<file path="src/design/dcfp_pkg.sv">
// Shared types, register codes and constants for the disc cursor frame pixel generator.
package dcfp_pkg;

  // Register indexes on the configuration write channel
  typedef enum logic [2:0] {
    CFG_FRAME_SIZE_MODE = 3'd0,
    CFG_PIXEL_FORMAT    = 3'd1,
    CFG_MIRROR_X        = 3'd2,
    CFG_DISC_LUMA       = 3'd3,
    CFG_DISC_CB         = 3'd4,
    CFG_DISC_CR         = 3'd5
  } cfg_index_e;

  localparam int unsigned CfgIndexWidth = 3;
  localparam int unsigned CfgDataWidth  = 8;

  // Field codes
  localparam logic       SIZE_640X480 = 1'b0;
  localparam logic       SIZE_320X240 = 1'b1;
  localparam logic       FMT_YU12     = 1'b0;
  localparam logic       FMT_YUYV     = 1'b1;
  localparam logic [1:0] PLANE_Y      = 2'd0;
  localparam logic [1:0] PLANE_U      = 2'd1;
  localparam logic [1:0] PLANE_V      = 2'd2;

  // Register reset values
  localparam logic [7:0] RST_DISC_LUMA = 8'd220;
  localparam logic [7:0] RST_DISC_CB   = 8'd219;
  localparam logic [7:0] RST_DISC_CR   = 8'd179;

  // Background and pointer space
  localparam logic [7:0]  BG_LUMA     = 8'd48;
  localparam logic [7:0]  BG_CHROMA   = 8'd128;
  localparam logic [11:0] PTR_X_LIMIT = 12'd1280;
  localparam logic [11:0] PTR_Y_LIMIT = 12'd720;
  localparam logic [10:0] PTR_X_MAX   = 11'd1279;

  // floor(n / 3) == (n * 683) >> 11 for every n below 2048
  localparam logic [10:0] RECIP3       = 11'd683;
  localparam int unsigned Recip3Shift  = 11;

  // Frame geometry
  localparam logic [9:0] WIDTH_FULL  = 10'd640;
  localparam logic [9:0] WIDTH_HALF  = 10'd320;
  localparam logic [8:0] HEIGHT_FULL = 9'd480;
  localparam logic [8:0] HEIGHT_HALF = 9'd240;

  // Squared radii: width/24 at each size, and half of that for chroma planes
  localparam logic [9:0] RSQ_640      = 10'd676;  // 26 * 26
  localparam logic [9:0] RSQ_320      = 10'd169;  // 13 * 13
  localparam logic [9:0] RSQ_640_CHR  = 10'd169;  // 13 * 13
  localparam logic [9:0] RSQ_320_CHR  = 10'd36;   // 6 * 6

  typedef struct packed {
    logic [11:0] pointer_x;
    logic [11:0] pointer_y;
    logic        pointer_present;
    logic [9:0]  col;
    logic [8:0]  row;
    logic [1:0]  plane;
  } pix_in_t;

  typedef struct packed {
    logic [7:0] first_byte;
    logic [7:0] second_byte;
    logic       second_valid;
    logic       in_disc;
  } pix_out_t;

  typedef struct packed {
    logic       frame_size_mode;
    logic       pixel_format;
    logic       mirror_x;
    logic [7:0] disc_luma;
    logic [7:0] disc_cb;
    logic [7:0] disc_cr;
  } cfg_t;

endpackage

</file>
<file path="src/design/dcfp_cfg_regs.sv">
// Configuration register file written through the valid/ready config channel.
module dcfp_cfg_regs (
  input  logic                                clk_i,
  input  logic                                rst_ni,
  input  logic                                cfg_valid_i,
  output logic                                cfg_ready_o,
  input  logic [dcfp_pkg::CfgIndexWidth-1:0]  cfg_index_i,
  input  logic [dcfp_pkg::CfgDataWidth-1:0]   cfg_data_i,
  output dcfp_pkg::cfg_t                      cfg_o
);
  import dcfp_pkg::*;

  cfg_t cfg_q, cfg_d;

  assign cfg_ready_o = 1'b1;

  always_comb begin
    cfg_d = cfg_q;
    if (cfg_valid_i) begin
      unique case (cfg_index_i)
        CFG_FRAME_SIZE_MODE: cfg_d.frame_size_mode = cfg_data_i[0];
        CFG_PIXEL_FORMAT:    cfg_d.pixel_format    = cfg_data_i[0];
        CFG_MIRROR_X:        cfg_d.mirror_x        = cfg_data_i[0];
        CFG_DISC_LUMA:       cfg_d.disc_luma       = cfg_data_i;
        CFG_DISC_CB:         cfg_d.disc_cb         = cfg_data_i;
        CFG_DISC_CR:         cfg_d.disc_cr         = cfg_data_i;
        default:             cfg_d = cfg_q;  // drop writes to unmapped indexes
      endcase
    end
  end

  always_ff @(posedge clk_i or negedge rst_ni) begin
    if (!rst_ni) begin
      cfg_q.frame_size_mode <= SIZE_640X480;
      cfg_q.pixel_format    <= FMT_YU12;
      cfg_q.mirror_x        <= 1'b0;
      cfg_q.disc_luma       <= RST_DISC_LUMA;
      cfg_q.disc_cb         <= RST_DISC_CB;
      cfg_q.disc_cr         <= RST_DISC_CR;
    end else begin
      cfg_q <= cfg_d;
    end
  end

  assign cfg_o = cfg_q;

endmodule

</file>
<file path="src/design/dcfp_pixel.sv">
// Combinational pixel evaluation: disc centre scaling, distance tests and byte selection.
module dcfp_pixel (
  input  dcfp_pkg::cfg_t     cfg_i,
  input  dcfp_pkg::pix_in_t  pix_i,
  output dcfp_pkg::pix_out_t pix_o
);
  import dcfp_pkg::*;

  function automatic logic disc_hit(logic [9:0] x, logic [8:0] y, logic [9:0] w,
                                    logic [8:0] h, logic [9:0] cx, logic [8:0] cy,
                                    logic [9:0] rsq);
    logic signed [11:0] dx;
    logic signed [10:0] dy;
    logic signed [23:0] dx2;
    logic signed [21:0] dy2;
    logic [21:0]        dsq;
    dx   = $signed({2'b00, x}) - $signed({2'b00, cx});
    dy   = $signed({2'b00, y}) - $signed({2'b00, cy});
    dx2  = dx * dx;
    dy2  = dy * dy;
    dsq  = {1'b0, dx2[20:0]} + {1'b0, dy2[20:0]};
    return (x < w) && (y < h) && (dsq <= {12'd0, rsq});
  endfunction

  logic        has;
  logic        half_res;
  logic        yuyv;
  logic [10:0] ex;
  logic [9:0]  cx;
  logic [10:0] cy_num;
  logic [21:0] cy_prod;
  logic [8:0]  cy;
  logic [9:0]  w_full, w_chr;
  logic [8:0]  h_full, h_chr;
  logic [9:0]  rsq_full, rsq_chr;
  logic        full_a;
  logic [9:0]  xa, xb;
  logic        hit_a, hit_b;
  logic        hit, pair;

  assign half_res = (cfg_i.frame_size_mode == SIZE_320X240);
  assign yuyv  = (cfg_i.pixel_format == FMT_YUYV);
  assign has   = pix_i.pointer_present && (pix_i.pointer_x < PTR_X_LIMIT)
                 && (pix_i.pointer_y < PTR_Y_LIMIT);

  // Scale pointer to frame: x by W/1280 is a shift, y by H/720 is 2/3 or 1/3
  assign ex      = cfg_i.mirror_x ? 11'(PTR_X_MAX - pix_i.pointer_x[10:0])
                                  : pix_i.pointer_x[10:0];
  assign cx      = half_res ? 10'(ex >> 2) : 10'(ex >> 1);
  assign cy_num  = half_res ? {1'b0, pix_i.pointer_y[9:0]} : {pix_i.pointer_y[9:0], 1'b0};
  assign cy_prod = cy_num * RECIP3;
  assign cy      = cy_prod[Recip3Shift+8:Recip3Shift];

  assign w_full   = half_res ? WIDTH_HALF  : WIDTH_FULL;
  assign h_full   = half_res ? HEIGHT_HALF : HEIGHT_FULL;
  assign w_chr    = w_full >> 1;
  assign h_chr    = h_full >> 1;
  assign rsq_full = half_res ? RSQ_320 : RSQ_640;
  assign rsq_chr  = half_res ? RSQ_320_CHR : RSQ_640_CHR;

  // Evaluator A covers luma/chroma planes and the even pixel of a YUYV pair
  assign full_a = yuyv || (pix_i.plane == PLANE_Y);
  assign xa     = yuyv ? {pix_i.col[9:1], 1'b0} : pix_i.col;
  assign xb     = {pix_i.col[9:1], 1'b1};

  assign hit_a = has && (full_a
                 ? disc_hit(xa, pix_i.row, w_full, h_full, cx, cy, rsq_full)
                 : disc_hit(xa, pix_i.row, w_chr, h_chr, cx >> 1, cy >> 1, rsq_chr));
  assign hit_b = has && disc_hit(xb, pix_i.row, w_full, h_full, cx, cy, rsq_full);

  assign hit  = pix_i.col[0] ? hit_b : hit_a;
  assign pair = hit_a || hit_b;

  always_comb begin
    pix_o = '0;
    if (yuyv) begin
      pix_o.first_byte   = hit ? cfg_i.disc_luma : BG_LUMA;
      pix_o.second_byte  = pair ? (pix_i.col[0] ? cfg_i.disc_cr : cfg_i.disc_cb) : BG_CHROMA;
      pix_o.second_valid = 1'b1;
      pix_o.in_disc      = hit;
    end else begin
      case (pix_i.plane)
        PLANE_Y: begin
          pix_o.first_byte = hit_a ? cfg_i.disc_luma : BG_LUMA;
          pix_o.in_disc    = hit_a;
        end
        PLANE_U: begin
          pix_o.first_byte = hit_a ? cfg_i.disc_cb : BG_CHROMA;
          pix_o.in_disc    = hit_a;
        end
        PLANE_V: begin
          pix_o.first_byte = hit_a ? cfg_i.disc_cr : BG_CHROMA;
          pix_o.in_disc    = hit_a;
        end
        default: pix_o = '0;  // unused plane selector
      endcase
    end
  end

endmodule

</file>
<file path="src/design/disc_cursor_frame_pixel_generator_top.sv">
// Top level of the disc cursor frame pixel generator: config, input and result registers.
//
// Usage:
// - Input channel (in_valid_i/in_ready_o/in_data_i) carries one pixel position per
//   transaction together with the pointer record; the output channel
//   (out_valid_o/out_ready_i/out_data_o) returns exactly one result per input, in order.
// - Config channel (cfg_valid_i/cfg_ready_o/cfg_index_i/cfg_data_i) writes one register per
//   transaction; cfg_ready_o is always high. Write config only while the block is idle.
// - Pipeline: an input register feeds one pass of combinational pixel logic (centre
//   scaling, two distance evaluators, byte select) into a result register.
// - Timing: an accepted input is held in the input register and moves into the result
//   register when that register is free; out_valid_o rises as the result register loads.
// - Throughput: 1 transaction per cycle while out_ready_i stays high, set by the single evaluation pass.
// - Stall: when out_ready_i is low the result register holds; the input register still
//   takes one more transaction if it is empty, then in_ready_o drops until space frees.
// - Reset: both valid flags clear and config returns to 640x480, YU12, no mirror,
//   disc colour Y 220 / U 219 / V 179.
module disc_cursor_frame_pixel_generator_top (
  input  logic                                clk_i,
  input  logic                                rst_ni,
  input  logic                                in_valid_i,
  output logic                                in_ready_o,
  input  dcfp_pkg::pix_in_t                   in_data_i,
  output logic                                out_valid_o,
  input  logic                                out_ready_i,
  output dcfp_pkg::pix_out_t                  out_data_o,
  input  logic                                cfg_valid_i,
  output logic                                cfg_ready_o,
  input  logic [dcfp_pkg::CfgIndexWidth-1:0]  cfg_index_i,
  input  logic [dcfp_pkg::CfgDataWidth-1:0]   cfg_data_i
);
  import dcfp_pkg::*;

  cfg_t     cfg;
  pix_in_t  in_q;
  logic     in_valid_q;
  pix_out_t pix;
  pix_out_t out_q;
  logic     out_valid_q;
  logic     out_free;
  logic     advance;

  dcfp_cfg_regs u_cfg (
    .clk_i       (clk_i),
    .rst_ni      (rst_ni),
    .cfg_valid_i (cfg_valid_i),
    .cfg_ready_o (cfg_ready_o),
    .cfg_index_i (cfg_index_i),
    .cfg_data_i  (cfg_data_i),
    .cfg_o       (cfg)
  );

  dcfp_pixel u_pixel (
    .cfg_i (cfg),
    .pix_i (in_q),
    .pix_o (pix)
  );

  // Result register frees when empty or being taken this cycle
  assign out_free   = !out_valid_q || out_ready_i;
  // Move the input register into the result register
  assign advance    = in_valid_q && out_free;
  assign in_ready_o = !in_valid_q || out_free;

  always_ff @(posedge clk_i or negedge rst_ni) begin
    if (!rst_ni) begin
      in_valid_q  <= 1'b0;
      out_valid_q <= 1'b0;
    end else begin
      if (in_ready_o) begin
        in_valid_q <= in_valid_i;
      end
      if (out_free) begin
        out_valid_q <= in_valid_q;
      end
    end
  end

  // Payload registers: load on acceptance, hold otherwise
  always_ff @(posedge clk_i) begin
    if (in_valid_i && in_ready_o) begin
      in_q <= in_data_i;
    end
    if (advance) begin
      out_q <= pix;
    end
  end

  assign out_valid_o = out_valid_q;
  assign out_data_o  = out_q;

endmodule

</file>
<file path="config.mk">
export PLATFORM = sky130hd
export DESIGN_NAME = disc_cursor_frame_pixel_generator_top
export DESIGN_NICKNAME = d
export VERILOG_FILES = /design/src/design/dcfp_pkg.sv /design/src/design/dcfp_cfg_regs.sv /design/src/design/dcfp_pixel.sv /design/src/design/disc_cursor_frame_pixel_generator_top.sv
export SDC_FILE = /design/constraint.sdc
export NUM_CORES = 1
export LEC_CHECK = 0
export BUFFER_PORTS_ARGS = -buffer_cell sky130_fd_sc_hd__buf_2
export CAP_MARGIN = 30
export CORE_MARGIN = 2
export CORE_UTILIZATION = 55
export DETAILED_ROUTE_END_ITERATION = 12
export GPL_TIMING_DRIVEN = 0
export HOLD_SLACK_MARGIN = 0.05
export MAX_ROUTING_LAYER = met4
export PLACE_DENSITY_LB_ADDON = 0.15
export SYNTH_ARGS = -nofsm -noshare
export SYNTH_HDL_FRONTEND = slang
export SYNTH_HIERARCHICAL = 1
export SYNTH_SLANG_ARGS = --single-unit
</file>
<file path="constraint.sdc">
create_clock -name clk_i -period 47.8 [get_ports clk_i]
set_input_delay 2.39 -clock clk_i [delete_from_list [all_inputs] [get_ports clk_i]]
set_output_delay 2.39 -clock clk_i [all_outputs]
set_load 0.05 [all_outputs]
</file>
==> metrics <==
status=completed; period utilisation layout=0.379; Die H=236 um; drt pass-1 iters=6; Max Root-Sink Buffers=2; final hold viol count=0; Finish-stage setup viols=0; Slew @ Worst Pin=1070 ps; largest net degree at the start of global routing=46; Post-Route Setup TNS=0 ps; R2R Path End=out_data_o[15]; Max Cap Violations=0; Max-slew headroom=0.284; share of post-route cells with drive strength above 1=0.0632; CP startpoint kind=flip-flop; Routed Antenna Nets=0; DR WL/cell=16.9 um; pre-CTS setup slack=29,700 ps; Worst Path Max Fanout=10; DRC viols=0; Setup Buffers After CTS=0; path type of the worst min-delay path=flip-flop to flip-flop; fin area=31,300 sq um; Cells after Synth=3,237; CP Class=flip-flop to flip-flop; Placed Area=31,000 sq um; clock-pin slew on the worst setup and hold paths=80 ps; first-pass GRT wire length=116,000 um; hold buffer count at cts=0; Overflow after GRT=0; post-detail-place hpwl=59,600 um; Worst-Skew Late Latency=380 ps; CP Data Arrival Time=18,210 ps; core area=53,600 sq um; clock sinks=92; hold endpoint=u_cfg/cfg_o[17]; vias per inst=5.49; Slew Viols, Final=0; I/O Pins=83; yosys warns=6; Fmax=55.2 MHz; clock skew=10.4 ps; Slowest-stage cell, CP=xnor2_1; Hold Path Depth=1; RSZ-0062 raised after global routing=no; starting density of the core=0.554; worst r2r path cells=59; crit end category=flip-flop; total CTS buffers=9; H-tree depth=3; DR vias=22.2k; reg-to-reg slack, setup=29,700 ps; Mean Syn Cell Area=9.17 sq um; Synth-to-Final Area Change=5.59%; port bufs=80; syn_nets=4,173; Hold Path Origin=u_cfg/cfg_o[17]; Post-Syn Area=29,700 sq um; final wirelength=68,300 um; initial antenna violation count=1; # fillers=4,816; Final Net Count=4,270; CP most frequent cell=inv_1; Root Buffer=clkbuf_16; Iteration-0 DRC Markers=1,177; WP data required=47,910 ps; Die Wd=236 um; GRT Overall Usage=0.265; GPL Wtd Cong=0.967; crit path time final=18,100 ps; post-route setup slack=29,700 ps; row count=85; worst r2r src=u_cfg/cfg_o[26]; CTS tree=built; Worst path max stage delay=880 ps; post_cts resized=0; DIE AREA=55,800 sq um; number of global-route vias before repair=23.5k
==> metal layers <==
layer | part of all wire | vias to the layer above | GRT usage
li1 | - | 10600 | -
met1 | 0.45 | 11100 | 0.349
met2 | 0.49 | 440 | 0.450
met3 | 0.037 | 75 | 0.0193
met4 | 0.020 | 0 | 0.0581
met5 | 0 | - | -
==> flip-flops by register name (all words and copies together), names as in the netlist <==
signal       count
in_q            45
in_valid_q       1
out_data_o      18
out_valid_o      1
u_cfg/cfg_o     27
==> cell usage in the layout (no fill, tap or decap), types with 26 or more instances in the layout <==
master      n
xor2_1     46
edfxtp_1   63
a21oi_1   101
nand3_1    31
xnor2_1   152
mux2i_1    36
mux2_2     26
inv_1     746
ha_1      378
nand2_1   181
nor3_1     34
nor2b_1    35
buf_2      85
a21o_1     60
o21ai_0    88
nor2_1    269
clkbuf_1   48
nand2b_1   38
fa_1      496
and2_1     26
==> worst max path at each step <==
stage	from	to	depth (start not counted)
2_1_floorplan	u_cfg/cfg_o[26]	out_data_o[14]	58
3_3_place_gp	u_cfg/cfg_o[26]	out_data_o[14]	59
3_5_place_dp	u_cfg/cfg_o[26]	out_data_o[15]	60
4_1_cts	u_cfg/cfg_o[26]	out_data_o[15]	58
5_1_grt	u_cfg/cfg_o[26]	out_data_o[14]	59
6_report	u_cfg/cfg_o[26]	out_data_o[15]	59
==> worst max-delay path, delay by kind of cell (launching register included) <==
kind,cells,cell delay [ps]
buf+inv,14,2620
mux,2,970
flops,1,570
simple gates,8,1470
xor+xnor,2,1010
compound gates,17,4890
fa+ha+maj,16,6230
==> final cells by class <==
type | count | area, sq um | share of cell area
clock inverter | 7 | 88.8 | 0.00283
multi-input combinational | 2329 | 23900 | 0.764
timing repair buffer | 86 | 473 | 0.0151
buffer | 62 | 280 | 0.00894
sequential | 92 | 2640 | 0.0842
clock buffer | 9 | 225 | 0.00719
tap | 696 | 871 | 0.0278
antenna | 1 | 2.50 | 0.0000798
inverter | 754 | 2830 | 0.0903
==> stage by stage <==
step,util,hold WS (ps),instances
finish,0.585,540,4036
global route,0.585,572,4035
CTS,0.585,546,4035
detailed placement,0.579,527,4019
global placement,0.577,516,4013
floorplan,-,479,3237
Power is left out: the tool's default activity adds up to more than one toggle a clock period on the data nets, which glitch-free logic cannot reach.
